<file path="config.mk">
export PLATFORM = sky130hd
export DESIGN_NAME = hfii_ram
export DESIGN_NICKNAME = d
export VERILOG_FILES = /design/src/design/hfii_ram.sv
export SDC_FILE = /design/constraint.sdc
export NUM_CORES = 1
export LEC_CHECK = 0
export ABC_AREA = 0
export BUFFER_PORTS_ARGS = -buffer_cell sky130_fd_sc_hd__buf_2
export CAP_MARGIN = 30
export CORE_AREA = 8 8 158 160
export DETAILED_ROUTE_END_ITERATION = 10
export DIE_AREA = 0 0 166 168
export GPL_TIMING_DRIVEN = 0
export HOLD_SLACK_MARGIN = 0.1
export PLACE_DENSITY = 0.38
export SETUP_SLACK_MARGIN = 0.15
export SYNTH_ARGS = -nofsm -noshare
export SYNTH_HDL_FRONTEND = slang
export SYNTH_SLANG_ARGS = --single-unit
</file>
<file path="constraint.sdc">
create_clock -name clk_i -period 5.15 [get_ports clk_i]
set_input_delay 1.03 -clock clk_i [delete_from_list [all_inputs] [get_ports clk_i]]
set_output_delay 1.03 -clock clk_i [all_outputs]
set_load 0.02 [all_outputs]
</file>
<file path="src/design/hfii_ram.sv">
`default_nettype none

module hfii_ram #(
  parameter int Width = 8,
  parameter int Depth = 16
) (
  input  wire logic                     clk_i,
  input  wire logic                     we_i,
  input  wire logic [$clog2(Depth)-1:0] addr_i,
  input  wire logic [Width-1:0]         wdata_i,
  output logic      [Width-1:0]         rdata_o
);

  logic [Width-1:0] mem [Depth];
  logic [Width-1:0] rdata_q;

  // Write on we, register the read data every cycle
  always_ff @(posedge clk_i) begin
    if (we_i) begin
      mem[addr_i] <= wdata_i;
    end
    rdata_q <= mem[addr_i];
  end

  assign rdata_o = rdata_q;

endmodule

`default_nettype wire

</file>
### Word level (Yosys, flattened, before mapping)

Memory sizes are Yosys's and may differ from the RTL's. A register that Yosys moved wholly into a read port is not among the register bits.
Index checks and enable logic that the tools add are counted.
Widths: inputs -> output; s select.

| word-level totals | value |
|---|---|
| register bits | 0 |
| RAM bits | 128 |
| bits of input ports | 14 |
| output and inout bits | 8 |
| logic and storage cells | 3 |
| memories kept | 1 |

Memory list:

| memory | depth | bits a word | rd ports | clocked after Yosys merged registers in | write ports | RTL line | RTL |
|---|---|---|---|---|---|---|---|
| mem | 16 | 8 | 1 | 1 | 1 | 14 | `logic [Width-1:0] mem [Depth];` |

| cells by class | value |
|---|---|
| mux-type cells | 2 |

Operators by type and width:

| kind | count |
|---|---|
| $mux 1 | 2 |

### Logic depth before layout (Yosys ltp)

| logic depth | value |
|---|---|
| depth after elaboration | 2 |
| mapped depth | 5 |

### Worst setup path before layout

OpenSTA, ideal clock, no wires.

| timing | value |
|---|---|
| kind | input-to-reg |
| start point | input port addr_i[2] |
| end point | memory mem[0][0], enable pin |
| setup time | 383 ps |
| data arrival time | 2140 ps |
| required time | 4767 ps |
| setup slack | 2627 ps |
| cell stages on the path | 2 |
| buffers on the path | 0 |
| path through | or3b_2 -> nor3_1 |

RTL lines:

| element | RTL line | RTL |
|---|---|---|
| start: declaration | 9 | `input wire logic [$clog2(Depth)-1:0] addr_i,` |
| end: declaration | 14 |  |

No word-level cell before the write port.

### Final worst setup path

| timing | value |
|---|---|
| start point | input port addr_i[1] |
| end point | memory mem[3][7], enable pin |

No word-level cell before the write port.

==> out/qor.txt <==
Die height: 168 um
Area Overhead vs Synth: 19.3%
Least-Margin Pin Slew: 916 ps
Post-synthesis cell count: 230
Global-route wire length before repair: 17,400 um
FF+latch count, synth: 136
Worst EP required: 5180 ps
Final setup violation count: 0
# nets final: 284
Post-cts hold buffer count: 0
Die width: 166 um
Vias: 2,379
Fin. Hold Viols: 0
Filler cells: 2,216
Min Tclk post-route: 2790 ps
Clock buffer depth: 2
Hold slack: 700 ps
Clock power share: 0.435
Syn nets: 244
Leakage: 1.90 nW
Layout cell share with drive strength beyond 1: 0.296
Row count: 55
Total Routing Usage GR: 0.0888
Worst Path Max Fanout: 10
CP top delay family: simple AND/OR/NAND/NOR gates
Worst-path clk slew: 50 ps
Vias/cell: 4.21
RSZ-0062 raised after global routing: false
CTS Buf Count: 17
Critical Path End Type: register
CTS root buf: clkbuf_16
Antenna Cells: 0
Placed cell count: 536
CP peak stage delay: 740 ps
Overflow after GRT: 0
Seq/Total Area, Yosys: 0.790
Detail Route Antenna Nets: 0
DR WL/cell: 20.8 um
Total wire length: 11,800 um
Total core area: 22,400 um^2
Non-Filler Instances: 565
Cell Chain, Critical Path: buf_2, buf_1, nand2_1, nor2_1
Setup TNS Final: 0 ps
H-tree depth: 4
Post-detail-place hpwl: 7530 um
Power Density: 403 nW/um^2
Slew Limit Fails: 0
Max_cap viols: 0
Clk_lat worst skew: 410 ps
Largest net degree at the start of global routing: 17
Post-Syn Area: 5070 um^2
Min-Delay Path Class: reg2reg
Net Sw Frac: 0.206
Ports: 22
Worst Setup Path Type: in2reg
Initial core utilization: 0.227
Status: finished clean
Slew HR: 0.387
CTS tree: built
Post_cts resized: 0
Max frequency: 359 MHz
Pre-CTS setup slack: 1860 ps
Net switching power: 0.502 mW
CP startpoint kind: input pin
Crit path arrival time: 2820 ps
Post-CTS Setup Bufs: 0
Setup ws final: 2360 ps
YS warnings: 0
DRT iter0 DRCs: 179
Clock sink total: 136
IO buf count: 19
CP Buf/Inv Count: 2
Vias in the first global route: 2,548
Internal: 1.93 mW
Combinational Power Share: 0.054
Final worst path period share: 0.541
Syn avg cell area: 22.0 um^2
Gpl congestion: 0.657
Die ar.: 27,900 um^2
Final Skew: 7.67 ps
TritonRoute pass-1 iters: 4
Max VDD drop: 0.199 mV
# DRC: 0
Distinct cells, synth: 18
Reg power frac: 0.511
Initial antenna violation count: 0
CP max-delay cell: nor2_1
-- power by group through the flow --
| stage | clock, mW | sequential (mW) | combinational, mW |
|---|---|---|---|
| 6_report | 1.06 | 1.24 | 0.132 |
| 5_1_grt | 1.12 | 1.25 | 0.144 |
| 4_1_cts | 1.08 | 1.24 | 0.136 |
| 3_5_place_dp | 0 | 1.27 | 0.136 |
| 3_3_place_gp | 0 | 1.27 | 0.134 |
| 2_1_floorplan | 0 | 1.28 | 0.0638 |
-- tightest hold or removal path, cell delays in order (launching register included) --
cell and delay, ps:
edfxtp_1 310, mux4_2 220, a22oi_1 80, nand2_1 70
-- area by class of cell --
| type | instances | area, um^2 | share of cell area |
|---|---|---|---|
| sequential | 136 | 4000 | 0.662 |
| timing repair buffer | 21 | 110 | 0.0182 |
| tap | 285 | 357 | 0.0590 |
| buffer | 11 | 60.1 | 0.00993 |
| multi-input combinational | 83 | 1010 | 0.168 |
| clock buffer | 23 | 448 | 0.0741 |
| clock inverter | 6 | 53.8 | 0.00890 |
-- kinds of logic after synthesis --
family,share of synthesized area
DFF,0.790
AOI/OAI and AO/OA,0.0237
and+or+nand+nor,0.0321
buffers and inverters,0.0119
muxes,0.142
-- cell usage in the layout (no fill, tap or decap) --
cell type and instances:
edfxtp_1 128, mux4_2 32, buf_2 21, clkbuf_16 17, a22oi_1 16, nor2_1 13, nand2_1 9, clkbuf_1 8
dfxtp_1 8, buf_1 4, clkinv_2 4, nor2b_1 2, buf_6 2, nand3b_1 2, nor3_2 2, nand2b_1 2
nor3_1 2, buf_4 2, clkbuf_2 1, and2_1 1, nand3_1 1, or3b_2 1, clkinv_1 1, bufinv_16 1
-- registers in the layout (all words and copies together) (netlist names) --
signal / flops
rdata_o: 8
mem: 128
-- through the flow --
step,total power [mW],util,area [um^2]
finish,2.44,0.270,6050
global route,2.51,0.270,6050
detailed placement,1.40,0.248,5540
CTS,2.46,0.270,6050
floorplan,1.34,-,5070
global placement,1.40,0.247,5520
-- worst paths after layout --
| check | from | endpoint | slack, ps | cells after the start |
|---|---|---|---|---|
| worst min-delay path | mem[11][6]$_DFFE_PP_ | rdata_o[6]$_DFF_P_ | 700 | 3 |
| worst max register to register | mem[14][4]$_DFFE_PP_ | rdata_o[4]$_DFF_P_ | 3750 | 3 |
| worst min register to register | mem[11][6]$_DFFE_PP_ | rdata_o[6]$_DFF_P_ | 700 | 3 |
| worst max-delay path | addr_i[1] | mem[3][7]$_DFFE_PP_ | 2360 | 4 |
-- cell usage after synthesis --
| library cell | n | share of area |
|---|---|---|
| a22oi_1 | 16 | 0.024 |
| and2_1 | 1 | 0.0012 |
| buf_1 | 4 | 0.0030 |
| buf_2 | 2 | 0.0020 |
| buf_6 | 2 | 0.0044 |
| clkbuf_1 | 2 | 0.0015 |
| clkbuf_2 | 1 | 0.00099 |
| dfxtp_1 | 8 | 0.032 |
| edfxtp_1 | 128 | 0.76 |
| mux4_2 | 32 | 0.14 |
| nand2_1 | 9 | 0.0067 |
| nand2b_1 | 2 | 0.0025 |
| nand3_1 | 1 | 0.00099 |
| nand3b_1 | 2 | 0.0030 |
| nor2_1 | 13 | 0.0096 |
| nor2b_1 | 2 | 0.0025 |
| nor3_1 | 4 | 0.0040 |
| or3b_2 | 1 | 0.0017 |
-- routing by layer --
metal  GRT usage  part of all wire
met1       0.117              0.47
met2       0.136              0.46
met3      0.0297             0.050
met4      0.0285             0.012
met5           0                 0
Note: power is estimated with default switching activity, not from simulation.
