**src/design/hfii_pkg.sv**
```systemverilog
`default_nettype none

package hfii_pkg;

  // Image geometry
  localparam int ImageWidth  = 128;
  localparam int ImageHeight = 128;

  // Field and datapath widths
  localparam int PixelW  = 8;
  localparam int FieldW  = 7;
  localparam int TypeW   = 3;
  localparam int EntryW  = 23;
  localparam int ColSumW = 15;
  localparam int ValueW  = 23;
  localparam int WeightW = 4;

  localparam int XW    = $clog2(ImageWidth);
  localparam int YW    = $clog2(ImageHeight);
  localparam int AddrW = $clog2(ImageWidth * ImageHeight);

  // Corner coordinates before the fit check: up to origin + 3 * size, and
  // wide enough to compare against the image size itself
  localparam int CoordMinW = FieldW + 2;
  localparam int CoordXW   = (XW + 1 > CoordMinW) ? XW + 1 : CoordMinW;
  localparam int CoordW    = (YW + 1 > CoordXW) ? YW + 1 : CoordXW;

  typedef enum logic {
    KIND_LOAD  = 1'b0,
    KIND_QUERY = 1'b1
  } kind_e;

  typedef enum logic [TypeW-1:0] {
    FT_STACK_TOP_NEG = 3'd0,
    FT_STACK_TOP_POS = 3'd1,
    FT_SIDE_LEFT_NEG = 3'd2,
    FT_SIDE_LEFT_POS = 3'd3,
    FT_THREE_ACROSS  = 3'd4,
    FT_THREE_STACKED = 3'd5,
    FT_QUAD_DIAG     = 3'd6,
    FT_QUAD_ANTI     = 3'd7
  } feat_e;

  typedef enum logic [3:0] {
    Q_IDLE  = 4'b0001,
    Q_READ  = 4'b0010,
    Q_DRAIN = 4'b0100,
    Q_DONE  = 4'b1000
  } qstate_e;

  // One access to the integral store
  typedef struct packed {
    logic              we;
    logic [AddrW-1:0]  addr;
    logic [EntryW-1:0] wdata;
  } store_req_t;

  // Finished query held by the query unit
  typedef struct packed {
    logic                     done;
    logic                     fits;
    logic signed [ValueW-1:0] value;
  } query_res_t;

  // Rectangles across the feature
  function automatic logic [1:0] h_count(feat_e t);
    logic [1:0] n;
    unique case (t)
      FT_STACK_TOP_NEG, FT_STACK_TOP_POS, FT_THREE_STACKED: n = 2'd1;
      FT_THREE_ACROSS:                                      n = 2'd3;
      default:                                              n = 2'd2;
    endcase
    return n;
  endfunction

  // Rectangles down the feature
  function automatic logic [1:0] v_count(feat_e t);
    logic [1:0] n;
    unique case (t)
      FT_SIDE_LEFT_NEG, FT_SIDE_LEFT_POS, FT_THREE_ACROSS: n = 2'd1;
      FT_THREE_STACKED:                                    n = 2'd3;
      default:                                             n = 2'd2;
    endcase
    return n;
  endfunction

  // Sign of the sub-rectangle at column ri, row rj; zero outside the feature
  function automatic logic signed [2:0] rect_sign(feat_e t, logic [1:0] ri, logic [1:0] rj);
    logic signed [2:0] s;
    logic              tl, tr, bl, bm, mr;
    tl = (ri == 2'd0) && (rj == 2'd0);
    tr = (ri == 2'd1) && (rj == 2'd0);
    bl = (ri == 2'd0) && (rj == 2'd1);
    bm = (ri == 2'd1) && (rj == 2'd1);
    mr = (ri == 2'd2) && (rj == 2'd0);
    s  = 3'sd0;
    unique case (t)
      FT_STACK_TOP_NEG: begin
        if (tl) s = -3'sd1;
        else if (bl) s = 3'sd1;
      end
      FT_STACK_TOP_POS: begin
        if (tl) s = 3'sd1;
        else if (bl) s = -3'sd1;
      end
      FT_SIDE_LEFT_NEG: begin
        if (tl) s = -3'sd1;
        else if (tr) s = 3'sd1;
      end
      FT_SIDE_LEFT_POS: begin
        if (tl) s = 3'sd1;
        else if (tr) s = -3'sd1;
      end
      FT_THREE_ACROSS: begin
        if (tl || mr) s = 3'sd1;
        else if (tr) s = -3'sd1;
      end
      FT_THREE_STACKED: begin
        if (tl || ((ri == 2'd0) && (rj == 2'd2))) s = 3'sd1;
        else if (bl) s = -3'sd1;
      end
      FT_QUAD_DIAG: begin
        if (tl || bm) s = 3'sd1;
        else if (tr || bl) s = -3'sd1;
      end
      FT_QUAD_ANTI: begin
        if (tl || bm) s = -3'sd1;
        else if (tr || bl) s = 3'sd1;
      end
      default: s = 3'sd0;
    endcase
    return s;
  endfunction

  // Weight of grid corner (i, j) in the sum over all rectangles
  function automatic logic signed [WeightW-1:0] corner_weight(feat_e t, logic [1:0] i,
                                                               logic [1:0] j);
    logic signed [2:0]         s;
    logic signed [WeightW-1:0] w;
    s = rect_sign(t, i, j);
    w = $signed({s[2], s});
    if ((i != 2'd0) && (j != 2'd0)) begin
      s = rect_sign(t, i - 2'd1, j - 2'd1);
      w = w + $signed({s[2], s});
    end
    if (i != 2'd0) begin
      s = rect_sign(t, i - 2'd1, j);
      w = w - $signed({s[2], s});
    end
    if (j != 2'd0) begin
      s = rect_sign(t, i, j - 2'd1);
      w = w - $signed({s[2], s});
    end
    return w;
  endfunction

endpackage

`default_nettype wire

```
**src/design/hfii_ram.sv**
```systemverilog
`default_nettype none

module hfii_ram #(
  parameter int Width = 8,
  parameter int Depth = 16
) (
  input  wire logic                     clk_i,
  input  wire logic                     we_i,
  input  wire logic [$clog2(Depth)-1:0] addr_i,
  input  wire logic [Width-1:0]         wdata_i,
  output logic      [Width-1:0]         rdata_o
);

  logic [Width-1:0] mem [Depth];
  logic [Width-1:0] rdata_q;

  // Write on we, register the read data every cycle
  always_ff @(posedge clk_i) begin
    if (we_i) begin
      mem[addr_i] <= wdata_i;
    end
    rdata_q <= mem[addr_i];
  end

  assign rdata_o = rdata_q;

endmodule

`default_nettype wire

```
**src/design/hfii_loader.sv**
```systemverilog
`default_nettype none

module hfii_loader import hfii_pkg::*; (
  input  wire logic              clk_i,
  input  wire logic              rst_ni,
  input  wire logic              start_i,
  input  wire logic              sof_i,
  input  wire logic [PixelW-1:0] pixel_i,
  output logic                   busy_o,
  output store_req_t             req_o
);

  logic               busy_q, busy_d;
  logic [XW-1:0]      col_q, col_d;
  logic [YW-1:0]      row_q, row_d;
  logic [AddrW-1:0]   addr_q, addr_d;
  logic [EntryW-1:0]  rowsum_q, rowsum_d;
  logic [XW-1:0]      cur_col_q, cur_col_d;
  logic [YW-1:0]      cur_row_q, cur_row_d;
  logic [AddrW-1:0]   cur_addr_q, cur_addr_d;
  logic [PixelW-1:0]  pix_q, pix_d;
  logic [ColSumW-1:0] colsum_rdata;
  logic [ColSumW-1:0] cs;
  logic [XW-1:0]      colsum_addr;

  // Column sums: read at accept, written back in the following cycle
  hfii_ram #(
    .Width (ColSumW),
    .Depth (ImageWidth)
  ) u_colsum (
    .clk_i   (clk_i),
    .we_i    (busy_q),
    .addr_i  (colsum_addr),
    .wdata_i (cs),
    .rdata_o (colsum_rdata)
  );

  // New column sum; the top row starts fresh
  assign cs = (cur_row_q == '0) ? ColSumW'(pix_q) : colsum_rdata + ColSumW'(pix_q);

  always_comb begin
    busy_d     = busy_q;
    col_d      = col_q;
    row_d      = row_q;
    addr_d     = addr_q;
    rowsum_d   = rowsum_q;
    cur_col_d  = cur_col_q;
    cur_row_d  = cur_row_q;
    cur_addr_d = cur_addr_q;
    pix_d      = pix_q;

    colsum_addr = busy_q ? cur_col_q : (sof_i ? '0 : col_q);

    if (busy_q) begin
      // Add into the row sum and advance the raster position
      busy_d   = 1'b0;
      rowsum_d = (cur_col_q == '0) ? EntryW'(cs) : rowsum_q + EntryW'(cs);
      if (cur_col_q == XW'(ImageWidth - 1)) begin
        col_d = '0;
        row_d = (cur_row_q == YW'(ImageHeight - 1)) ? '0 : cur_row_q + 1'b1;
      end else begin
        col_d = cur_col_q + 1'b1;
        row_d = cur_row_q;
      end
      addr_d = (cur_addr_q == AddrW'(ImageWidth * ImageHeight - 1)) ? '0
                                                                    : cur_addr_q + 1'b1;
    end else if (start_i) begin
      // Capture the pixel and its position
      busy_d     = 1'b1;
      cur_col_d  = sof_i ? '0 : col_q;
      cur_row_d  = sof_i ? '0 : row_q;
      cur_addr_d = sof_i ? '0 : addr_q;
      pix_d      = pixel_i;
    end
  end

  always_ff @(posedge clk_i or negedge rst_ni) begin
    if (!rst_ni) begin
      busy_q   <= 1'b0;
      col_q    <= '0;
      row_q    <= '0;
      addr_q   <= '0;
      rowsum_q <= '0;
    end else begin
      busy_q   <= busy_d;
      col_q    <= col_d;
      row_q    <= row_d;
      addr_q   <= addr_d;
      rowsum_q <= rowsum_d;
    end
  end

  always_ff @(posedge clk_i) begin
    cur_col_q  <= cur_col_d;
    cur_row_q  <= cur_row_d;
    cur_addr_q <= cur_addr_d;
    pix_q      <= pix_d;
  end

  assign busy_o      = busy_q;
  assign req_o.we    = busy_q;
  assign req_o.addr  = cur_addr_q;
  assign req_o.wdata = rowsum_d;

endmodule

`default_nettype wire

```
**config.mk**
```make
export PLATFORM = sky130hd
export DESIGN_NAME = hfii_loader
export DESIGN_NICKNAME = d
export VERILOG_FILES = /design/src/design/hfii_pkg.sv /design/src/design/hfii_ram.sv /design/src/design/hfii_loader.sv
export SDC_FILE = /design/constraint.sdc
export NUM_CORES = 2
export LEC_CHECK = 0
export BUFFER_PORTS_ARGS = -buffer_cell sky130_fd_sc_hd__buf_2
export CORE_MARGIN = 2
export CORE_UTILIZATION = 55
export CTS_BUF_LIST = sky130_fd_sc_hd__clkbuf_16
export DETAILED_ROUTE_END_ITERATION = 16
export PLACE_DENSITY = 0.71
export SLEW_MARGIN = 20
export SYNTH_ARGS = -nofsm -noshare
export SYNTH_HDL_FRONTEND = slang
export SYNTH_SLANG_ARGS = --single-unit
```
**constraint.sdc**
```tcl
create_clock -name clk_i -period 30.3 [get_ports clk_i]
set_input_delay 6.06 -clock clk_i [delete_from_list [all_inputs] [get_ports clk_i]]
set_output_delay 6.06 -clock clk_i [all_outputs]
set_load 0.01 [all_outputs]
```
## Yosys cells after proc, flatten, opt, wreduce, memory -nomap -nowiden

Memory sizes are Yosys's and may differ from the RTL's. A register that Yosys moved wholly into a read port is not among the register bits.
Cells that the tools add are included.

- Bits in registers: 88
- Latch bits: 0
- Bits in writable memories: 1,920
- ROM bits: 0
- Input port bits: 12
- Output and inout port bits: 39
- Word-level logic and storage cells: 35
- Memories kept: 1

- Add/subtract/negate cells: 5
- Multiply operators: 0
- Div/mod/pow operators: 0
- $lt $le $gt $ge: 0
- Equal/unequal tests: 3
- Shift operators: 0
- Mux-type cells: 13
- Bitwise gates (word level): 1
- Reduce and logical (&&, ||, !) cells: 3

Memory list:

| memory | depth | width | rd ports | clocked after Yosys merged registers in | wr ports | line | RTL |
|---|---|---|---|---|---|---|---|
| u_colsum.mem | 128 | 15 | 1 | 1 | 1 | hfii_ram.sv:14 | `logic [Width-1:0] mem [Depth];` |

Operators by type and width:

| kind | count |
|---|---|
| 23-bit two-way mux | 2 |
| 7-bit two-way mux | 5 |
| 23-bit by 15-bit adder with 23-bit output | 1 |
| 15-bit by 8-bit adder with 15-bit output | 1 |
| 15-bit two-way mux | 1 |
| 14-bit by 1-bit adder with 14-bit output (second input constant) | 1 |
| 7-bit by 1-bit adder with 7-bit output (second input constant) | 2 |
| 14-bit equality test (second input constant) | 1 |
| 7-bit equality test (second input constant) | 2 |
| 7-bit zero test | 2 |
| 14-bit two-way mux | 1 |
| 1-bit two-way mux | 4 |
| 2-bit AND reduction | 1 |
| 1-bit NOT | 1 |

## Longest topological paths before layout

- Word-level depth: 5
- Depth in mapped cells: 18
- Gate-level depth less buffers: 18

## Hierarchy

Synthesis repeated with hierarchy kept, for this count alone.

- Cell total of the unflattened synthesis: 4,929
- Area total of the unflattened synthesis: 80,259.5 um2

By module, submodules not included:

| module | instances | cells an instance | area each (um2) |
|---|---|---|---|
| hfii_ram | 1 | 4,410 | 75,057.0 |
| hfii_loader | 1 | 519 | 5,202.5 |

## Worst setup path after synthesis

No wires, ideal clock.

- Path type: register to output
- From: register pix_q[1]
- To: output req_o[22] (netlist bit)
- Data arrival time: 9.268 ns
- Data required time: 24.240 ns
- Path slack: 14.972 ns
- Cell stages (with the launch flop): 16
- Path through: edfxtp_1 -> ha_1 -> a21o_1 -> a21oi_1 -> o21ai_0 -> a31oi_1 -> xor2_1 -> o21ai_0 -> ha_1 -> a21oi_1 -> o21ai_0 -> a311oi_1 -> o21ai_0 -> a21oi_1 -> o21ai_0 -> a21boi_0

RTL lines:

| element | line | RTL |
|---|---|---|
| start, declared | hfii_loader.sv:21 | `logic [PixelW-1:0] pix_q, pix_d;` |
| start signal, assigned | hfii_loader.sv:97 | `pix_q <= pix_d;` |
| end, declared | hfii_loader.sv:10 | `output store_req_t req_o` |

==> impl_metrics.csv <==
group,metric,value,unit
run_status,status,"completed",
critical_path,required,24240,ps
clock_network,clk_pin_slew,70,ps
layout,drive_above_1_share,0.116,
run,maxCapViolations,0,
synth,synth_area,0.0777,sq mm
hold_path,hold-path-endpoint,"addr_q[1]",
synth,synth_xor_area_frac,0.00485,
sta,tns,0,ps
placed_design,place_congestion,0.880,
placed_design,io_buffers,50,
critical_path,rr_worst_depth,11,
critical_path,cp-end-kind,"output port",
routing,routedWlPerCell,29.9,microns
sta,clock_skew,42.9,ps
placed_design,place_hpwl,116000,microns
clock_network,cts_tree,"yes",
hold_path,hp-start,"addr_q[1]",
pwr,power.leakage,28.2,nW
sta,fin_crit_sh,0.428,
critical_path,path_class,"flop to output port",
floorplanning,die_h,380,microns
clock_network,clock-sinks,2023,
routing,drt_iter0_drc,6745,
hold_path,hold_depth,1,
synth,synth.area.mux_share,0.0243,
layout,layout.nets,5096,
layout,layout.area.seq,0.0603,sq mm
critical_path,worstReg2RegEnd,"u_colsum.rdata_o[2]",
global_route,grt_first_pass_wirelength,307000,microns
critical_path,worst-path-max-fanout,29,
clock_network,htree_levels,4,
hold_path,hp-class,"flop to flop",
critical_path,arrival,6900,ps
floorplanning,core,0.140,sq mm
synth,synth_area_per_cell,15.7,sq um
critical_path,slowest_stage,"a2111oi_0",
pwr,p_sw,2.12,mW
routing,antenna_left,0,
pwr,clockPowerShare,0.317,
clock_network,cts_setup_buffers,0,
routing,dr_total_vias,47300,
sta,finalMaxSlewViolations,0,
pwr,internal-power,5.21,mW
global_route,grt_util_all_layers,0.289,
clock_network,clockBufferDepth,3,
layout,fill_cells,9853,
layout,multi_input_area,0.0164,sq mm
synth,yosys.area_share.simple,0.0464,
floorplanning,die-area,0.144,sq mm
pwr,seq_power_share,0.496,
synth,synth_cell_types,71,
synth,synthCells,4943,
synth,ys_seq_elements,2023,
pwr,p_comb_frac,0.187,
pwr,ir_drop,117,uV
sta,fmax,77.2,MHz
layout,final_util,0.623,
layout,final_cells,7086,
synth,synth_ff_type,"edfxtp_1",
routing,vias_per_cell,6.67,
sta,setup_violations,0,
floorplanning,io_pins,51,
synth,synth_adder_area_share,0.00502,
global_route,antenna_found_initial,4,
sta,rsz0062_at_grt,"no",
routing,route.detailed.drc,0,
clock_network,clk_latency,840,ps
global_route,grt_pass1_vias,44900,
synth,yosys_warnings,0,
pwr,power_density,84.0,mW/mm^2
synth,async_reset_ff_frac,0.0257,
sta,fin_crit,12960,ps
critical_path,crit_chain,"ha_1 > fa_1 > a21o_1 > a21oi_1 > o21bai_1 > a2111oi_0 > nor3_1 > xnor2_1 > nor2_4 > ha_1 > and4_1 > a311oi_1 > o21ai_0 > a21oi_1 > o21ai_0 > a21boi_0 > buf_2",
clock_network,cts_buffers,192,
critical_path,rrSetupSlack,23860,ps
synth,yosysSeqAreaShare,0.776,
routing,drt_wl_total,212000,microns
clock_network,ctsHoldBuffers,0,
clock_network,post_cts_resized,0,
routing,drtPass1Iterations,6,
synth,synth_compound_area_frac,0.124,
layout,syn2layout_area_growth,12.1,%
clock_network,cts_root_buf,"clkbuf_16",
floorplanning,fp-row-count,137,
critical_path,cp-start-kind,"flop",
placed_design,place_inst,6732,
sta,worst_pin_slew,1220,ps
floorplanning,start_util,0.556,
sta,finalHoldViolCount,0,
critical_path,slowest_delay,910,ps
pwr,p_sw_frac,0.289,
sta,max_slew_margin,0.178,
critical_path,r2r_start,"busy_o",
synth,syn_nets,4985,
floorplanning,fp.dieW,380,microns
synth,synth_edf_count,1956,
synth,synth_top_family_by_area,"compound AO/OA/AOI/OAI gates",
global_route,grt_max_degree,127,
global_route,grt_overflow_total,0,
-- layer usage --
metal  global-route usage  routed length (microns)  share of wire
met5                    0                       14       0.000066
met4                0.103                     7330          0.035
met3               0.0669                    25800           0.12
met2                0.438                    97400           0.46
met1                0.414                    81400           0.38
-- stage by stage --
step	total power, mW	hold WS [ps]	area (sq um)	worst slack [ps]
after floorplan	4.50	473	77700	14970
final	7.32	502	87100	17340
after CTS	7.30	502	87000	17390
after global placement	4.97	485	80900	18410
after global routing	7.53	515	87100	16800
after detailed placement	5.02	489	80900	18310
-- cell usage after synthesis (4+ instances only) --
cell	number	share of area
edfxtp_1	1956	0.76
a21oi_1	544	0.035
nand2_1	543	0.026
a22oi_1	242	0.023
a221o_1	218	0.028
nor2_1	214	0.010
clkbuf_1	201	0.0097
mux2i_1	181	0.023
a31oi_1	115	0.0093
o22ai_1	101	0.0081
buf_1	54	0.0026
buf_2	54	0.0035
dfrtp_1	52	0.017
o41ai_1	52	0.0059
inv_1	34	0.0016
o21ai_0	33	0.0021
ha_1	28	0.0045
a211oi_1	27	0.0026
nand3_1	27	0.0017
xnor2_1	24	0.0027
xor2_1	19	0.0021
nand4_1	18	0.0014
nor3_1	18	0.0012
nor2b_1	17	0.0014
dfxtp_1	15	0.0039
a221oi_1	11	0.0012
a222oi_1	11	0.0014
or3_1	11	0.00089
buf_4	9	0.00087
a21o_1	8	0.00077
and3_1	7	0.00056
mux2_2	7	0.0010
o211ai_1	6	0.00058
o31a_1	5	0.00056
a31o_2	4	0.00045
and2_1	4	0.00032
buf_6	4	0.00058
nand3b_1	4	0.00039
o2111ai_1	4	0.00045
o2bb2ai_1	4	0.00045
o31ai_1	4	0.00039
-- how the worst max path moves through the flow --
stage              from        end  slack, ps  cells after the start
4_1_cts        pix_q[0]  req_o[22]      17390                     17
2_1_floorplan  pix_q[1]  req_o[22]      14970                     15
3_3_place_gp   pix_q[0]  req_o[22]      18410                     18
5_1_grt        pix_q[0]  req_o[22]      16800                     18
6_report       pix_q[0]  req_o[22]      17340                     17
3_5_place_dp   pix_q[0]  req_o[22]      18310                     17
-- power by group through the flow --
stage	combinational (mW)	sequential [mW]	clock [mW]
2_1_floorplan	0.731	3.77	0
3_3_place_gp	1.29	3.69	0
3_5_place_dp	1.33	3.69	0
4_1_cts	1.33	3.63	2.34
5_1_grt	1.46	3.63	2.45
6_report	1.37	3.63	2.32
-- cells in the final DEF (no fill, tap or decap), drive strengths merged, types with 5 or more instances in the layout --
master and n:
o211ai 6, a221o 218, mux2 7, nand2 543
xnor2 24, bufinv 15, and3 7, o31a 5
nand4 18, nor2b 17, mux2i 181, o21ai 35
nor3 18, nor2 214, clkbuf 197, buf 239
o22ai 101, a31oi 115, a21o 8, inv 87
a221oi 12, ha 28, a21oi 544, clkinv 78
edfxtp 1956, or3 11, xor2 19, dfxtp 15
a22oi 242, clkinvlp 5, a222oi 11, o41ai 52
dfrtp 52, nand3 27, a211oi 27
-- kinds of logic after synthesis --
family                   Yosys count
adder cells (fa/ha/maj)           30
flip-flops                      2023
multiplexers                     188
XOR/XNOR                          43
buffers and inverters            356
AO/OA/AOI/OAI                   1420
AND/OR/NAND/NOR                  883
-- cell type report --
class                      count  area share
sequential                  2023       0.692
antenna                        2   0.0000574
timing repair buffer         239      0.0211
clock buffer                 197      0.0566
multi-input combinational   2564       0.188
inverter                      34     0.00146
tap                         1876      0.0269
clock inverter               151      0.0131
-- worst max-delay path, delay by kind of cell, from the launching register on --
family,cells,cell delay (ps)
adders and majority gates,3,1100
xor gates and xnor gates,1,220
AOI/OAI and AO/OA,9,3010
DFF,1,400
and+or+nand+nor,3,1130
buffers and inverters,1,180
-- state kept, by name (all words and copies together), names as in the netlist --
signal	count
u_colsum.rdata_o	15
row_q	7
cur_row_q	7
pix_q	8
busy_o	1
u_colsum.mem	1920
cur_col_q	7
col_q	7
addr_q	14
cur_addr_q	14
rowsum_q	23
Power figures use the tool's default switching activity.
