==> config.mk <==
export PLATFORM = sky130hd
export DESIGN_NAME = hfii_query
export DESIGN_NICKNAME = d
export VERILOG_FILES = /design/src/design/hfii_pkg.sv /design/src/design/hfii_query.sv
export SDC_FILE = /design/constraint.sdc
export NUM_CORES = 1
export LEC_CHECK = 0
export BUFFER_PORTS_ARGS = -buffer_cell sky130_fd_sc_hd__buf_2
export CORE_MARGIN = 2
export CORE_UTILIZATION = 30
export DETAILED_ROUTE_END_ITERATION = 16
export PLACE_DENSITY_LB_ADDON = 0.15
export REMOVE_ABC_BUFFERS = 1
export SYNTH_ARGS = -nofsm -noshare
export SYNTH_HDL_FRONTEND = slang
export SYNTH_SLANG_ARGS = --single-unit
==> constraint.sdc <==
create_clock -name clk_i -period 4.95 [get_ports clk_i]
set_input_delay 0.495 -clock clk_i [delete_from_list [all_inputs] [get_ports clk_i]]
set_output_delay 0.495 -clock clk_i [all_outputs]
set_load 0.1 [all_outputs]
==> src/design/hfii_pkg.sv <==
`default_nettype none

package hfii_pkg;

  // Image geometry
  localparam int ImageWidth  = 128;
  localparam int ImageHeight = 128;

  // Field and datapath widths
  localparam int PixelW  = 8;
  localparam int FieldW  = 7;
  localparam int TypeW   = 3;
  localparam int EntryW  = 23;
  localparam int ColSumW = 15;
  localparam int ValueW  = 23;
  localparam int WeightW = 4;

  localparam int XW    = $clog2(ImageWidth);
  localparam int YW    = $clog2(ImageHeight);
  localparam int AddrW = $clog2(ImageWidth * ImageHeight);

  // Corner coordinates before the fit check: up to origin + 3 * size, and
  // wide enough to compare against the image size itself
  localparam int CoordMinW = FieldW + 2;
  localparam int CoordXW   = (XW + 1 > CoordMinW) ? XW + 1 : CoordMinW;
  localparam int CoordW    = (YW + 1 > CoordXW) ? YW + 1 : CoordXW;

  typedef enum logic {
    KIND_LOAD  = 1'b0,
    KIND_QUERY = 1'b1
  } kind_e;

  typedef enum logic [TypeW-1:0] {
    FT_STACK_TOP_NEG = 3'd0,
    FT_STACK_TOP_POS = 3'd1,
    FT_SIDE_LEFT_NEG = 3'd2,
    FT_SIDE_LEFT_POS = 3'd3,
    FT_THREE_ACROSS  = 3'd4,
    FT_THREE_STACKED = 3'd5,
    FT_QUAD_DIAG     = 3'd6,
    FT_QUAD_ANTI     = 3'd7
  } feat_e;

  typedef enum logic [3:0] {
    Q_IDLE  = 4'b0001,
    Q_READ  = 4'b0010,
    Q_DRAIN = 4'b0100,
    Q_DONE  = 4'b1000
  } qstate_e;

  // One access to the integral store
  typedef struct packed {
    logic              we;
    logic [AddrW-1:0]  addr;
    logic [EntryW-1:0] wdata;
  } store_req_t;

  // Finished query held by the query unit
  typedef struct packed {
    logic                     done;
    logic                     fits;
    logic signed [ValueW-1:0] value;
  } query_res_t;

  // Rectangles across the feature
  function automatic logic [1:0] h_count(feat_e t);
    logic [1:0] n;
    unique case (t)
      FT_STACK_TOP_NEG, FT_STACK_TOP_POS, FT_THREE_STACKED: n = 2'd1;
      FT_THREE_ACROSS:                                      n = 2'd3;
      default:                                              n = 2'd2;
    endcase
    return n;
  endfunction

  // Rectangles down the feature
  function automatic logic [1:0] v_count(feat_e t);
    logic [1:0] n;
    unique case (t)
      FT_SIDE_LEFT_NEG, FT_SIDE_LEFT_POS, FT_THREE_ACROSS: n = 2'd1;
      FT_THREE_STACKED:                                    n = 2'd3;
      default:                                             n = 2'd2;
    endcase
    return n;
  endfunction

  // Sign of the sub-rectangle at column ri, row rj; zero outside the feature
  function automatic logic signed [2:0] rect_sign(feat_e t, logic [1:0] ri, logic [1:0] rj);
    logic signed [2:0] s;
    logic              tl, tr, bl, bm, mr;
    tl = (ri == 2'd0) && (rj == 2'd0);
    tr = (ri == 2'd1) && (rj == 2'd0);
    bl = (ri == 2'd0) && (rj == 2'd1);
    bm = (ri == 2'd1) && (rj == 2'd1);
    mr = (ri == 2'd2) && (rj == 2'd0);
    s  = 3'sd0;
    unique case (t)
      FT_STACK_TOP_NEG: begin
        if (tl) s = -3'sd1;
        else if (bl) s = 3'sd1;
      end
      FT_STACK_TOP_POS: begin
        if (tl) s = 3'sd1;
        else if (bl) s = -3'sd1;
      end
      FT_SIDE_LEFT_NEG: begin
        if (tl) s = -3'sd1;
        else if (tr) s = 3'sd1;
      end
      FT_SIDE_LEFT_POS: begin
        if (tl) s = 3'sd1;
        else if (tr) s = -3'sd1;
      end
      FT_THREE_ACROSS: begin
        if (tl || mr) s = 3'sd1;
        else if (tr) s = -3'sd1;
      end
      FT_THREE_STACKED: begin
        if (tl || ((ri == 2'd0) && (rj == 2'd2))) s = 3'sd1;
        else if (bl) s = -3'sd1;
      end
      FT_QUAD_DIAG: begin
        if (tl || bm) s = 3'sd1;
        else if (tr || bl) s = -3'sd1;
      end
      FT_QUAD_ANTI: begin
        if (tl || bm) s = -3'sd1;
        else if (tr || bl) s = 3'sd1;
      end
      default: s = 3'sd0;
    endcase
    return s;
  endfunction

  // Weight of grid corner (i, j) in the sum over all rectangles
  function automatic logic signed [WeightW-1:0] corner_weight(feat_e t, logic [1:0] i,
                                                               logic [1:0] j);
    logic signed [2:0]         s;
    logic signed [WeightW-1:0] w;
    s = rect_sign(t, i, j);
    w = $signed({s[2], s});
    if ((i != 2'd0) && (j != 2'd0)) begin
      s = rect_sign(t, i - 2'd1, j - 2'd1);
      w = w + $signed({s[2], s});
    end
    if (i != 2'd0) begin
      s = rect_sign(t, i - 2'd1, j);
      w = w - $signed({s[2], s});
    end
    if (j != 2'd0) begin
      s = rect_sign(t, i, j - 2'd1);
      w = w - $signed({s[2], s});
    end
    return w;
  endfunction

endpackage

`default_nettype wire

==> src/design/hfii_query.sv <==
`default_nettype none

module hfii_query import hfii_pkg::*; (
  input  wire logic              clk_i,
  input  wire logic              rst_ni,
  input  wire logic              start_i,
  input  wire logic [TypeW-1:0]  feature_type_i,
  input  wire logic [FieldW-1:0] origin_x_i,
  input  wire logic [FieldW-1:0] origin_y_i,
  input  wire logic [FieldW-1:0] rect_width_i,
  input  wire logic [FieldW-1:0] rect_height_i,
  input  wire logic              take_i,
  output logic                   idle_o,
  output store_req_t             req_o,
  input  wire logic [EntryW-1:0] rdata_i,
  output query_res_t             res_o
);

  qstate_e                    state_q, state_d;
  feat_e                      type_q, type_d;
  feat_e                      type_in;
  logic [1:0]                 hf_q, hf_d, vf_q, vf_d;
  logic [1:0]                 hf_in, vf_in;
  logic [1:0]                 i_q, i_d, j_q, j_d;
  logic [XW-1:0]              xs_q [4];
  logic [XW-1:0]              xs_d [4];
  logic [YW-1:0]              ys_q [4];
  logic [YW-1:0]              ys_d [4];
  logic [CoordW-1:0]          xs_w [4];
  logic [CoordW-1:0]          ys_w [4];
  logic                       fits_in;
  logic                       fits_q, fits_d;
  logic [EntryW-1:0]          acc_q, acc_d;
  logic signed [WeightW-1:0]  w_q, w_d;
  logic                       rd_pend_q, rd_pend_d;
  logic signed [EntryW+4:0]   prod;
  logic                       last_pt;

  // Grid corner coordinates and fit check of a new query
  assign type_in = feat_e'(feature_type_i);
  assign hf_in   = h_count(type_in);
  assign vf_in   = v_count(type_in);

  always_comb begin
    xs_w[0] = CoordW'(origin_x_i);
    ys_w[0] = CoordW'(origin_y_i);
    for (int k = 1; k < 4; k++) begin
      xs_w[k] = xs_w[k-1] + CoordW'(rect_width_i);
      ys_w[k] = ys_w[k-1] + CoordW'(rect_height_i);
    end
  end

  assign fits_in = (xs_w[hf_in] < CoordW'(ImageWidth)) && (ys_w[vf_in] < CoordW'(ImageHeight));

  // Weighted entry of the corner read last cycle
  assign prod    = $signed({1'b0, rdata_i}) * w_q;
  assign last_pt = (i_q == hf_q) && (j_q == vf_q);

  always_comb begin
    state_d   = state_q;
    type_d    = type_q;
    hf_d      = hf_q;
    vf_d      = vf_q;
    i_d       = i_q;
    j_d       = j_q;
    xs_d      = xs_q;
    ys_d      = ys_q;
    fits_d    = fits_q;
    acc_d     = acc_q;
    w_d       = w_q;
    rd_pend_d = (state_q == Q_READ);

    if (rd_pend_q) begin
      acc_d = acc_q + prod[EntryW-1:0];
    end

    unique case (state_q)
      Q_IDLE: begin
        if (start_i) begin
          type_d = type_in;
          hf_d   = hf_in;
          vf_d   = vf_in;
          i_d    = '0;
          j_d    = '0;
          fits_d = fits_in;
          acc_d  = '0;
          for (int k = 0; k < 4; k++) begin
            xs_d[k] = xs_w[k][XW-1:0];
            ys_d[k] = ys_w[k][YW-1:0];
          end
          state_d = fits_in ? Q_READ : Q_DONE;
        end
      end
      Q_READ: begin
        // Issue one corner read, step across then down the grid
        w_d = corner_weight(type_q, i_q, j_q);
        if (i_q == hf_q) begin
          i_d = '0;
          j_d = j_q + 2'd1;
        end else begin
          i_d = i_q + 2'd1;
        end
        if (last_pt) begin
          state_d = Q_DRAIN;
        end
      end
      Q_DRAIN: begin
        state_d = Q_DONE;
      end
      Q_DONE: begin
        if (take_i) begin
          state_d = Q_IDLE;
        end
      end
      default: state_d = Q_IDLE;
    endcase
  end

  always_ff @(posedge clk_i or negedge rst_ni) begin
    if (!rst_ni) begin
      state_q   <= Q_IDLE;
      rd_pend_q <= 1'b0;
    end else begin
      state_q   <= state_d;
      rd_pend_q <= rd_pend_d;
    end
  end

  always_ff @(posedge clk_i) begin
    type_q <= type_d;
    hf_q   <= hf_d;
    vf_q   <= vf_d;
    i_q    <= i_d;
    j_q    <= j_d;
    xs_q   <= xs_d;
    ys_q   <= ys_d;
    fits_q <= fits_d;
    acc_q  <= acc_d;
    w_q    <= w_d;
  end

  assign idle_o      = (state_q == Q_IDLE);
  assign req_o.we    = 1'b0;
  assign req_o.addr  = AddrW'(ys_q[j_q]) * AddrW'(ImageWidth) + AddrW'(xs_q[i_q]);
  assign req_o.wdata = '0;
  assign res_o.done  = (state_q == Q_DONE);
  assign res_o.fits  = fits_q;
  assign res_o.value = fits_q ? $signed(acc_q) : '0;

endmodule

`default_nettype wire

# Word-level counts from Yosys, hierarchy flattened
# Cells that the tools add are included.
[totals] ff_bits=100 wordCells=232 output_inout_bits=64 in_bits=58
[classes] n_addsub=15 n_bitwise=4 multipliers=1 eq_ne=30 mux=100 reduce_logical=58 n_lt_le_gt_ge=6
[op_table] operator="3-bit two-way mux" n=51
[op_table] operator="3-bit one-hot mux with 8 select lines" n=4
[op_table] operator="23-bit two-way mux" n=4
[op_table] operator="9-bit binary-select mux with 2-bit select" n=2
[op_table] operator="4-bit two-way mux" n=9
[op_table] operator="9-bit two-way mux" n=4
[op_table] operator="7-bit binary-select mux with 2-bit select" n=2
[op_table] operator="7-bit two-way mux" n=4
[op_table] operator="1-bit logical AND" n=27
[op_table] operator="24-bit by 4-bit multiplier with 23-bit output" n=1
[op_table] operator="23-bit adder" n=1
[op_table] operator="8-bit by 7-bit adder with 9-bit output" n=2
[op_table] operator="9-bit by 7-bit adder with 9-bit output" n=2
[op_table] operator="3-bit equality test, second input constant" n=6
[op_table] operator="9-bit by 8-bit less-than comparator with 1-bit output, second input constant" n=2
[op_table] operator="7-bit by 7-bit adder with 8-bit output" n=2
[op_table] operator="1-bit logical OR" n=16
[op_table] operator="2-bit one-hot mux with 2 select lines" n=4
[op_table] operator="4-bit one-hot mux with 4 select lines" n=1
[op_table] operator="14-bit by 7-bit adder with 14-bit output" n=1
[op_table] operator="3-bit by 2-bit equality test with 1-bit output, second input constant" n=4
[op_table] operator="3-bit >= comparator, second input constant" n=4
[op_table] operator="1-bit two-way mux" n=12
[op_table] operator="2-bit NOT with 3-bit output" n=4
[op_table] operator="21 further kinds" n=45

# Depth between registers and ports, before layout
# Gate-level depths: netlist of run 1.
[logic_depth] depth_word=17 mapped_depth=20 depth_no_buf=20

# Worst setup path after synthesis of run 1
# OpenSTA, ideal clock, no wires.
[synth_path] path_type="register to register" start="reg state_q[0]" end="reg fits_q, enable pin" stages_incl_launch_ff=6 arrival_time_ns=5.733 path_slack_ns=-1.178 n_path_buf=2 t_required_ns=4.555 synth_period_minus_slack_ns=6.128 setup_time_ns=0.395 path_cell_list="dfstp_2 nor4b_1 nand2_1 inv_2 buf_2 buf_2"
[synth_via] elab_chain_cells=2
[synth_lines] element="start, declared" line="hfii_query.sv:19" text="qstate_e state_q, state_d;"
[synth_lines] element="start signal, assigned" line="hfii_query.sv:124" text="state_q <= state_d;"
[synth_lines] element="4-bit by 1-bit equality test with 1-bit output"
[synth_lines] element="named net idle_o" line="hfii_query.sv:13" text="output logic idle_o,"
[synth_lines] element="2-bit AND reduction (no line)"
[synth_lines] element="end signal, assigned" line="hfii_query.sv:137" text="fits_q <= fits_d;"
[synth_lines] element="end, declared" line="hfii_query.sv:32" text="logic fits_q, fits_d;"
# The timed path passes the listed nets, and every way through them passes these cells.
# A chain may end at the register's enable or synchronous reset.

# Final worst setup path of run 1
[layout_path] start="reg w_q[2]" end="reg acc_q[20]"
[layout_via] elab_chain_cells=5
[layout_lines] element="start, declared" line="hfii_query.sv:34" text="logic signed [WeightW-1:0] w_q, w_d;"
[layout_lines] element="start signal, assigned" line="hfii_query.sv:139" text="w_q <= w_d;"
[layout_lines] element="24-bit by 4-bit multiplier with 23-bit output (*)" line="hfii_query.sv:56" text="assign prod = $signed({1'b0, rdata_i}) * w_q;"
[layout_lines] element="23-bit adder (*)" line="hfii_query.sv:74" text="acc_d = acc_q + prod[EntryW-1:0];"
[layout_lines] element="23-bit two-way mux (*)" line="hfii_query.sv:73" text="if (rd_pend_q) begin"
[layout_lines] element="23-bit two-way mux" line="hfii_query.sv:79" text="if (start_i) begin"
[layout_lines] element="23-bit two-way mux (*)" line="hfii_query.sv:77" text="unique case (state_q)"
[layout_lines] element="named net acc_d[20]" line="hfii_query.sv:33" text="logic [EntryW-1:0] acc_q, acc_d;"
[layout_lines] element="end signal, assigned" line="hfii_query.sv:138" text="acc_q <= acc_d;"
[layout_lines] element="end, declared" line="hfii_query.sv:33"
# Mark *: on every way through the listed nets, which the timed path passes. The rest lies on a longest branch.

==> impl_metrics.csv, run 1 <==
group,metric,value,unit
outcome,status,"completed",
critical_path,rr_worst_depth,13,
route,dr.pass1.iters,4,
cells_and_area,area_delta_synth_final,12.5,%
critical_path,ff2ff_setup_slack,0.32,ns
hold_path,hold_depth,1,
clocking,clk_path_buf_depth,2,
critical_path,endpoint_kind,"register",
place,placed_cell_area,0.0110,sq mm
logic_synthesis,syn_inst,1033,
logic_synthesis,yosysWarningCount,0,
clocking,root_buffer,"clkbuf_16",
power_and_ir_drop,clkPwrFrac,11.0,%
logic_synthesis,ys_async_sr_fraction,5.10,%
route,num_vias,7420,
sta,worst_slew_pin_slew,0.924,ns
logic_synthesis,seq_area_frac_synth,26.7,%
place,place_congestion,0.844,
sta,grt_setup_unrepaired,"false",
hold_path,worstHoldPathType,"in -> reg",
logic_synthesis,synth_most_common_cell,"inv_1",
sta,fin_skew,0.0111,ns
logic_synthesis,synth-edff-count,70,
cells_and_area,n_antenna_cell,0,
clocking,numCtsBuffers,9,
global_routing,grt_max_degree,48,
global_routing,grt_pass1_vias,7867,
power_and_ir_drop,power_density,563,mW/mm^2
power_and_ir_drop,ir_drop,0.000504,V
clocking,clk_latency,0.36,ns
logic_synthesis,synthTopCellsByCount,"inv_1 (124), ha_1 (105), and2_1 (74)",
place,dp_hpwl,19.5,mm
clocking,cts_tree,"yes",
place,io_buffers,97,
logic_synthesis,avgSynthCellArea,9.75,sq um
logic_synthesis,ys_dominant_reg_cell,"edfxtp_1",
power_and_ir_drop,p_sw,3.29,mW
place,place_inst,1564,
power_and_ir_drop,p_int,3.10,mW
sta,hold_violations,0,
sta,finalCritPeriodShare,93.6,%
cells_and_area,fill_cells,3510,
global_routing,antenna_found_initial,0,
die,core,0.0333,sq mm
cells_and_area,final_nets,1361,
sta,finalSetupTns,0,ns
die,start_util,30.3,%
sta,max_slew_margin,38.4,%
die,num_io_pins,122,
global_routing,grt_pass1_wl,40.5,mm
sta,clock.fmax,216,MHz
power_and_ir_drop,combPwrFrac,67.2,%
run,drv_cap,0,
route,drc_errors,0,
critical_path,regToRegStartpoint,"w_q[2]",
critical_path,startpoint_type,"register",
die,die-area,0.0351,sq mm
logic_synthesis,synth_seq_cells,98,
hold_path,hold_end,"ys_q[27]",
cells_and_area,final_util,34.1,%
critical_path,r2r_end,"acc_q[20]",
die,placement_rows,67,
power_and_ir_drop,switching_share,51.5,%
clocking,htreeDepth,3,
logic_synthesis,synth_area_leaders,"edfxtp_1 (21%), fa_1 (14%), ha_1 (13%), inv_1 (4.6%), and2_1 (4.6%)",
cells_and_area,design_area,0.0113,sq mm
critical_path,cp.required,5.18,ns
logic_synthesis,synth.top_cell.area_share,20.9,%
route,via_per_inst,4.69,
clocking,clkSinkCount,98,
route,avgRoutedWirePerCell,15.3,um
critical_path,crit_path_start,"w_q[2]",
hold_path,min_from,"origin_y_i[6]",
logic_synthesis,syn_area,0.0101,sq mm
route,totalWireLength,24.2,mm
cells_and_area,fin_cells,1581,
route,drt_iter0_markers,268,
sta,setup_violations,0,
clocking,clk_pin_slew,0.08,ns
die,die_w,187,um
sta,slew_viol_final,0,
sta,min_period,4.63,ns
power_and_ir_drop,seq_power_share,21.8,%
critical_path,path_class,"reg -> reg",
sta,timing.final.ws_setup,0.317,ns
sta,whs,0.327,ns
global_routing,grt-ovfl-total,0,
power_and_ir_drop,p_leak,5.07,nW
cells_and_area,drive_above_1_share,14.5,%
critical_path,crit_arrival,4.86,ns
die,dieHeight,187,um
place,dp_slack,0.276,ns
global_routing,grtUsageTotal,14.5,%
logic_synthesis,synthDistinctLibCells,75,
power_and_ir_drop,p_total,6.38,mW
route,ant_nets,0,
logic_synthesis,synth_area_leader_cell,"edfxtp_1",
clocking,post-cts-setup-buffers,0,
critical_path,cp_max_fo,13,
==> registers in the layout, summed over array words and instances (netlist names) <==
signal     flops
type_q         3
rd_pend_q      1
hf_q           2
fits_q         1
acc_q         23
xs_q          27
ys_q          27
j_q            2
w_q            4
vf_q           2
state_q        4
i_q            2
==> what timing repair did <==
action | CTS | global route
resized for setup | 0 | 0
hold endpoints to repair | 4 | 0
hold buffers | 1 | 0
==> kinds of logic after synthesis <==
group           count (synthesis)  share of synthesized area [%]
xor+xnor                       62                           5.39
mux                            34                           4.91
compound gates                208                           14.3
buf+inv                       183                           7.80
simple gates                  272                           13.9
flops                          98                           26.7
fa+ha+maj                     175                           27.0
other cells                     1                         0.0372
==> final cells by class <==
type                       instances  area, sq um  area share (%)
sequential                        98         2690            23.7
inverter                         126          474            4.18
multi-input combinational        775         6680            59.0
tap                              448          561            4.95
clock buffer                       9          225            1.99
clock inverter                     7         53.8           0.475
timing repair buffer             118          646            5.70
==> cells in the final DEF, fill, tap and decap left out, types with 7 or more instances in the layout <==
cell       synthesis  layout
a31oi_1            7       7
xnor2_1           43      43
o31ai_1            7       7
o21ai_0           31      31
a211oi_1          13      13
dfxtp_1           23      23
a21oi_1           52      52
mux2i_1           19      19
xor2_1            19      19
o21bai_1           8       8
nand2b_1          18      18
conb_1             1      24
and3_1             7       7
nor3_1             8       8
and2_1            74      74
buf_2              4      97
mux4_2            12      12
nand2_1           47      47
inv_1            124     124
nand3_1           13      13
o21a_1            12      12
nor2_1            73      73
buf_4             25      20
or3_1              7       7
fa_1              70      70
clkbuf_16          0       9
a21o_1            20      20
ha_1             105     105
edfxtp_1          70      70
==> worst max-delay path, stage by stage (launching register included) <==
cell and delay (ns):
edfxtp_1 0.74, nand2_1 0.15, fa_1 0.52, fa_1 0.52, fa_1 0.54, inv_1 0.07
fa_1 0.49, a211oi_2 0.23, o211a_1 0.26, nor2_1 0.07, a211o_1 0.34, a311o_1 0.36
a31oi_1 0.16, nor2_1 0.05
==> power by group through the flow <==
stage | registers, mW | logic [mW] | clock network [mW]
final | 1.39 | 4.29 | 0.704
after global routing | 1.43 | 4.82 | 0.757
after CTS | 1.40 | 4.36 | 0.727
after detailed placement | 1.41 | 4.34 | 0
after global placement | 1.41 | 4.35 | 0
after floorplan | 1.40 | 3.43 | 0
==> how the worst max path moves through the flow <==
stage	cells past startpoint	end
3_3_place_gp	13	acc_q[20]
6_report	13	acc_q[20]
5_1_grt	18	w_q[3]
3_5_place_dp	18	state_q[1]
2_1_floorplan	5	acc_q[14]
4_1_cts	13	acc_q[20]
==> layer usage <==
layer  vias to the layer above  wire, um  track usage, %
met5                         -         0               0
met4                         0       419            4.52
met1                      3590     11300            18.2
met3                        19       501            1.76
met2                        95     12100            25.9
li1                       3716         -               -
(Power assumes the default switching activity.)
==> run 2: changes to the inputs <==
--- a/config.mk
+++ b/config.mk
@@ -6,10 +6,13 @@
 export NUM_CORES = 1
 export LEC_CHECK = 0
 export BUFFER_PORTS_ARGS = -buffer_cell sky130_fd_sc_hd__buf_2
+export CELL_PAD_IN_SITES_DETAIL_PLACEMENT = 2
+export CELL_PAD_IN_SITES_GLOBAL_PLACEMENT = 2
 export CORE_MARGIN = 2
 export CORE_UTILIZATION = 30
 export DETAILED_ROUTE_END_ITERATION = 16
 export PLACE_DENSITY_LB_ADDON = 0.15
+export RECOVER_POWER = 100
 export REMOVE_ABC_BUFFERS = 1
 export SYNTH_ARGS = -nofsm -noshare
 export SYNTH_HDL_FRONTEND = slang
==> run 2 against run 1 <==
Compared with the run above:
- the run now ends with max-capacitance violations, max-slew violations left
- flip-flop and latch count is the same
- clock-buffer cell count stayed put
- critical path depth grew 3
- cell count increased by 0.19%
==> impl_metrics.csv, run 2 (synthesis gave the netlist of run 1 again) <==
group,metric,value,unit
sta,setup_violations,0,
power_and_ir_drop,ir_drop,0.000218,V
outcome,violations,"max-capacitance violations, max-slew violations",
cells_and_area,regArea,0.00269,sq mm
route,num_vias,7672,
place,io_buffers,97,
power_and_ir_drop,power_density,580,mW/mm^2
place,dp_slack,0.277,ns
critical_path,startpoint_type,"register",
global_routing,grt_pass1_vias,8467,
cells_and_area,area_delta_synth_final,12.2,%
global_routing,grt-ovfl-total,0,
hold_path,min_from,"origin_y_i[2]",
route,avgRoutedWirePerCell,17.5,um
critical_path,path_class,"reg -> reg",
sta,min_period,4.61,ns
run,drv_cap,1,
die,die_w,187,um
global_routing,antenna_found_initial,0,
clocking,clk_path_buf_depth,2,
cells_and_area,design_area,0.0113,sq mm
clocking,clk_pin_slew,0.08,ns
clocking,post-cts-setup-buffers,0,
critical_path,r2r_end,"acc_q[20]",
cells_and_area,multi_input_area,0.00667,sq mm
hold_path,hold_end,"ys_q[23]",
die,placement_rows,67,
clocking,cts_tree,"yes",
die,dieHeight,187,um
route,dr.pass1.iters,4,
critical_path,endpoint_kind,"register",
cells_and_area,top_regs,"xs_q (27), ys_q (27), acc_q (23)",
place,place_inst,1566,
sta,clock.fmax,217,MHz
cells_and_area,fin_cells,1584,
global_routing,grt_max_degree,44,
route,ant_nets,0,
cells_and_area,drive_above_1_share,9.43,%
sta,finalCritPeriodShare,93.2,%
outcome,status,"complete, but fails checks",
place,placed_cell_area,0.0111,sq mm
clocking,clk_latency,0.37,ns
cells_and_area,final_common_cell,"inv_1",
cells_and_area,fill_cells,3759,
die,start_util,30.3,%
sta,grt_setup_unrepaired,"false",
sta,whs,0.326,ns
die,core,0.0333,sq mm
sta,max_slew_margin,-31.2,%
critical_path,rr_worst_depth,16,
critical_path,ff2ff_setup_slack,0.34,ns
critical_path,cp_max_fo,7,
power_and_ir_drop,p_total,6.55,mW
place,place_congestion,0.777,
place,dp_hpwl,22.7,mm
die,num_io_pins,122,
route,drc_errors,0,
clocking,numCtsBuffers,9,
route,via_per_inst,4.84,
cells_and_area,final_nets,1363,
sta,fin_skew,0.00839,ns
global_routing,grt_pass1_wl,45.6,mm
power_and_ir_drop,p_leak,4.88,nW
clocking,root_buffer,"clkbuf_16",
route,totalWireLength,27.8,mm
sta,hold_violations,0,
sta,worst_slew_pin_slew,1.96,ns
global_routing,grtUsageTotal,16.4,%
sta,slew_viol_final,41,
critical_path,cp.required,5.14,ns
die,die-area,0.0351,sq mm
sta,timing.final.ws_setup,0.336,ns
critical_path,crit_arrival,4.80,ns
critical_path,regToRegStartpoint,"w_q[3]",
hold_path,hold_depth,1,
hold_path,worstHoldPathType,"in -> reg",
route,drt_iter0_markers,245,
cells_and_area,layout_common_cells,"inv_1 (124), ha_1 (105), nor2_1 (73), and2_1 (73)",
clocking,clkSinkCount,98,
clocking,htreeDepth,3,
-- run 2: changes by cell type in the layout (fill, tap and decap cells not counted), moves of 2 or more --
| cell | before | now |
|---|---|---|
| buf_2 | 97 | 41 |
| clkbuf_1 | 0 | 58 |
| clkinv_1 | 2 | 0 |
| clkinv_4 | 3 | 1 |
| clkinv_8 | 0 | 2 |
| inv_6 | 1 | 3 |
| o21ai_0 | 31 | 36 |
| o21ai_1 | 6 | 1 |
-- run 2: critical path, cell delays in order (launching register included) --
cell	delay (ns)
edfxtp_1	0.41
inv_1	0.26
buf_4	0.24
nor2_1	0.08
fa_1	0.55
inv_1	0.06
fa_1	0.50
fa_1	0.56
inv_1	0.05
ha_1	0.34
o21a_1	0.14
o21ai_0	0.25
nor2_1	0.07
a211o_1	0.33
a311o_1	0.36
a31oi_1	0.17
nor2_1	0.06
-- run 2: how the worst max path moves through the flow --
stage,startpoint,endpoint,slack [ns]
3_3_place_gp,origin_y_i[0],fits_q,0.37
4_1_cts,i_q[1],w_q[3],0.30
5_1_grt,w_q[3],acc_q[20],0.04
3_5_place_dp,origin_y_i[0],state_q[1],0.28
6_report,w_q[3],acc_q[20],0.34
2_1_floorplan,state_q[0],acc_q[14],-1.24
-- run 2: power by group --
group | leakage (nW) | switching [mW] | internal (mW)
Sequential | 0.906 | 0.173 | 1.23
Clock | 0.157 | 0.380 | 0.408
Combinational | 3.82 | 2.86 | 1.50
-- run 2: final cells by class --
type / count / area share, %
antenna: 1 / 0.0221
clock buffer: 9 / 1.99
clock inverter: 7 / 0.864
inverter: 126 / 4.20
multi-input combinational: 775 / 59.0
sequential: 98 / 23.8
tap: 448 / 4.96
timing repair buffer: 120 / 5.14
-- run 2: timing repair --
item                                    4_1_cts  5_1_grt
gates resized for setup                       0        1
hold endpoints to repair                      4        0
endpoints found under the setup margin        0        1
hold buffers                                  1        0
-- run 2: per-layer routing --
layer	vias up	part of all wire, %	global-route usage, %
met5	-	0	0
met4	0	0.67	3.08
met3	12	2.2	2.08
met2	73	51	28.9
met1	3882	47	21.7
li1	3705	-	-
-- run 2: metrics by stage --
step | utilization [%] | setup TNS [ns]
after detailed placement | 33.3 | 0
after global routing | 33.9 | 0
after global placement | 33.3 | 0
after floorplan | - | -86.93
final | 34.0 | 0
after CTS | 34.3 | 0
==> run 3: changes to the inputs <==
--- a/config.mk
+++ b/config.mk
@@ -8,7 +8,7 @@
 export BUFFER_PORTS_ARGS = -buffer_cell sky130_fd_sc_hd__buf_2
 export CELL_PAD_IN_SITES_DETAIL_PLACEMENT = 2
 export CELL_PAD_IN_SITES_GLOBAL_PLACEMENT = 2
-export CORE_MARGIN = 2
+export CORE_MARGIN = 3
 export CORE_UTILIZATION = 30
 export DETAILED_ROUTE_END_ITERATION = 16
 export PLACE_DENSITY_LB_ADDON = 0.15
==> constraint.sdc (replaced) <==
create_clock -name clk_i -period 5.9 [get_ports clk_i]
set_input_delay 0.59 -clock clk_i [delete_from_list [all_inputs] [get_ports clk_i]]
set_output_delay 0.59 -clock clk_i [all_outputs]
set_load 0.1 [all_outputs]
==> run 3 against run 2 <==
Compared with the run above:
- global-route usage decreased by 0.22 points
- the run still ends with max-capacitance violations, max-slew violations left
- setup slack improved by 0.26 ns
- wire length increased by 1.4%
==> impl_metrics.csv, run 3 (synthesis gave the netlist of run 1 again) <==
group,metric,value,unit
clocking,htreeDepth,3,
sta,slew_viol_final,41,
sta,hold_violations,0,
die,die-area,0.0358,sq mm
critical_path,path_class,"reg -> reg",
place,dp_hpwl,22.3,mm
sta,fin_skew,0.0113,ns
global_routing,grtUsageTotal,16.2,%
cells_and_area,regArea,0.00269,sq mm
critical_path,crit_arrival,5.56,ns
global_routing,antenna_found_initial,0,
critical_path,endpoint_kind,"register",
clocking,numCtsBuffers,9,
critical_path,r2r_end,"acc_q[21]",
cells_and_area,fill_cells,3752,
cells_and_area,n_antenna_cell,0,
clocking,root_buffer,"clkbuf_16",
cells_and_area,drive_above_1_share,8.10,%
hold_path,worstHoldPathType,"in -> async",
critical_path,path_cells,"inv_1 -> nor2_1 -> fa_1 -> inv_1 -> fa_1 -> fa_1 -> inv_1 -> ha_1 -> o21ai_0 -> o21bai_1 -> a211oi_1 -> o211ai_1 -> a221oi_1 -> xnor2_1 -> a22o_1",
place,place_inst,1549,
clocking,post-cts-setup-buffers,0,
critical_path,rr_worst_depth,15,
critical_path,cp.required,6.16,ns
sta,clock.fmax,189,MHz
route,totalWireLength,28.2,mm
global_routing,grt_max_degree,44,
clocking,clk_pin_slew,0.08,ns
global_routing,grt_pass1_vias,8658,
power_and_ir_drop,power_density,488,mW/mm^2
critical_path,cp_max_fo,12,
sta,setup_violations,0,
sta,max_slew_margin,-33.2,%
global_routing,grt_pass1_wl,46.4,mm
sta,timing.final.ws_setup,0.597,ns
route,avgRoutedWirePerCell,18.0,um
cells_and_area,top_regs,"xs_q (27), ys_q (27), acc_q (23)",
outcome,status,"complete, but fails checks",
die,num_io_pins,122,
route,num_vias,7668,
clocking,clkSinkCount,98,
cells_and_area,multi_input_area,0.00664,sq mm
critical_path,path_buf_inv,3,
cells_and_area,final_nets,1351,
sta,whs,0.116,ns
critical_path,cpMaxStageDelayCell,"a211oi_1",
die,placement_rows,66,
cells_and_area,area_delta_synth_final,10.7,%
run,drv_cap,1,
cells_and_area,layout_common_cells,"inv_1 (124), ha_1 (105), nor2_1 (73), and2_1 (72)",
route,via_per_inst,4.90,
place,dp_slack,0.727,ns
sta,min_period,5.30,ns
die,start_util,30.7,%
cells_and_area,fin_cells,1565,
clocking,hold_buffers,0,
power_and_ir_drop,ir_drop,0.000280,V
route,ant_nets,0,
die,die_w,189,um
cells_and_area,final_common_cell,"inv_1",
critical_path,slowest_delay,0.64,ns
clocking,clk_latency,0.36,ns
die,dieHeight,189,um
critical_path,ff2ff_setup_slack,0.60,ns
power_and_ir_drop,p_total,5.44,mW
clocking,cts_resized,0,
power_and_ir_drop,p_leak,4.81,nW
place,place_congestion,0.760,
sta,finalCritPeriodShare,89.9,%
die,core,0.0328,sq mm
place,io_buffers,97,
critical_path,crit_family,"adder cells",
outcome,violations,"max-capacitance violations, max-slew violations",
global_routing,grt-ovfl-total,0,
clocking,clk_path_buf_depth,2,
clocking,cts_tree,"yes",
route,drc_errors,0,
route,dr.pass1.iters,4,
critical_path,regToRegStartpoint,"w_q[3]",
critical_path,startpoint_type,"register",
route,drt_iter0_markers,184,
sta,grt_setup_unrepaired,"false",
sta,worst_slew_pin_slew,1.99,ns
-- run 3: how the worst max path moves through the flow --
| stage | from | to | slack (ns) | depth (start not counted) |
|---|---|---|---|---|
| 3_5_place_dp | j_q[0] | w_q[3] | 0.73 | 16 |
| 3_3_place_gp | j_q[0] | w_q[3] | 0.84 | 16 |
| 6_report | w_q[3] | acc_q[21] | 0.60 | 15 |
| 2_1_floorplan | state_q[0] | acc_q[14] | -0.29 | 5 |
| 4_1_cts | j_q[0] | w_q[3] | 0.68 | 16 |
| 5_1_grt | w_q[3] | acc_q[21] | 0.22 | 15 |
-- run 3: power by group --
group          switching, mW  total (mW)  leakage, nW  internal, mW
combinational           2.38        3.61         3.75          1.23
clock                  0.303       0.639        0.147         0.336
sequential             0.165        1.20        0.906          1.03
total                   2.84        5.44         4.81          2.60
-- run 3: layer usage --
metal  share of wire, %  routed length, um  up-vias  global-route usage [%]
met5                  0                  0        -                       0
met4               0.75                210        0                    2.67
met3                2.4                677       15                    1.96
met2                 51              14500       94                    29.7
met1                 45              12800     3883                    20.8
li1                   -                  -     3676                       -
-- run 3: worst register-to-register path, cell delays in order (launching register included) --
cell and delay [ns]:
edfxtp_1 0.47, inv_1 0.47, nor2_1 0.15, fa_1 0.55, inv_1 0.06, fa_1 0.51
fa_1 0.55, inv_1 0.04, ha_1 0.35, o21ai_0 0.24, o21bai_1 0.13, a211oi_1 0.64
o211ai_1 0.29, a221oi_1 0.39, xnor2_1 0.12, a22o_1 0.23
-- run 3: per-stage QoR --
step | util, % | cell area, sq um | setup TNS (ns)
after floorplan | - | 9850 | -6.52
after global placement | 33.5 | 11000 | 0
after detailed placement | 33.5 | 11000 | 0
after CTS | 34.4 | 11300 | 0
after global routing | 34.0 | 11100 | 0
final | 34.0 | 11100 | 0
-- run 3: final cells by class --
type,instances,area share (%)
inverters,126,4.25
clock buffers,10,2.05
well taps,442,4.96
repair buffers,108,4.42
clock inverters,6,0.640
multi-input cells,775,59.5
flip-flops and latches,98,24.1
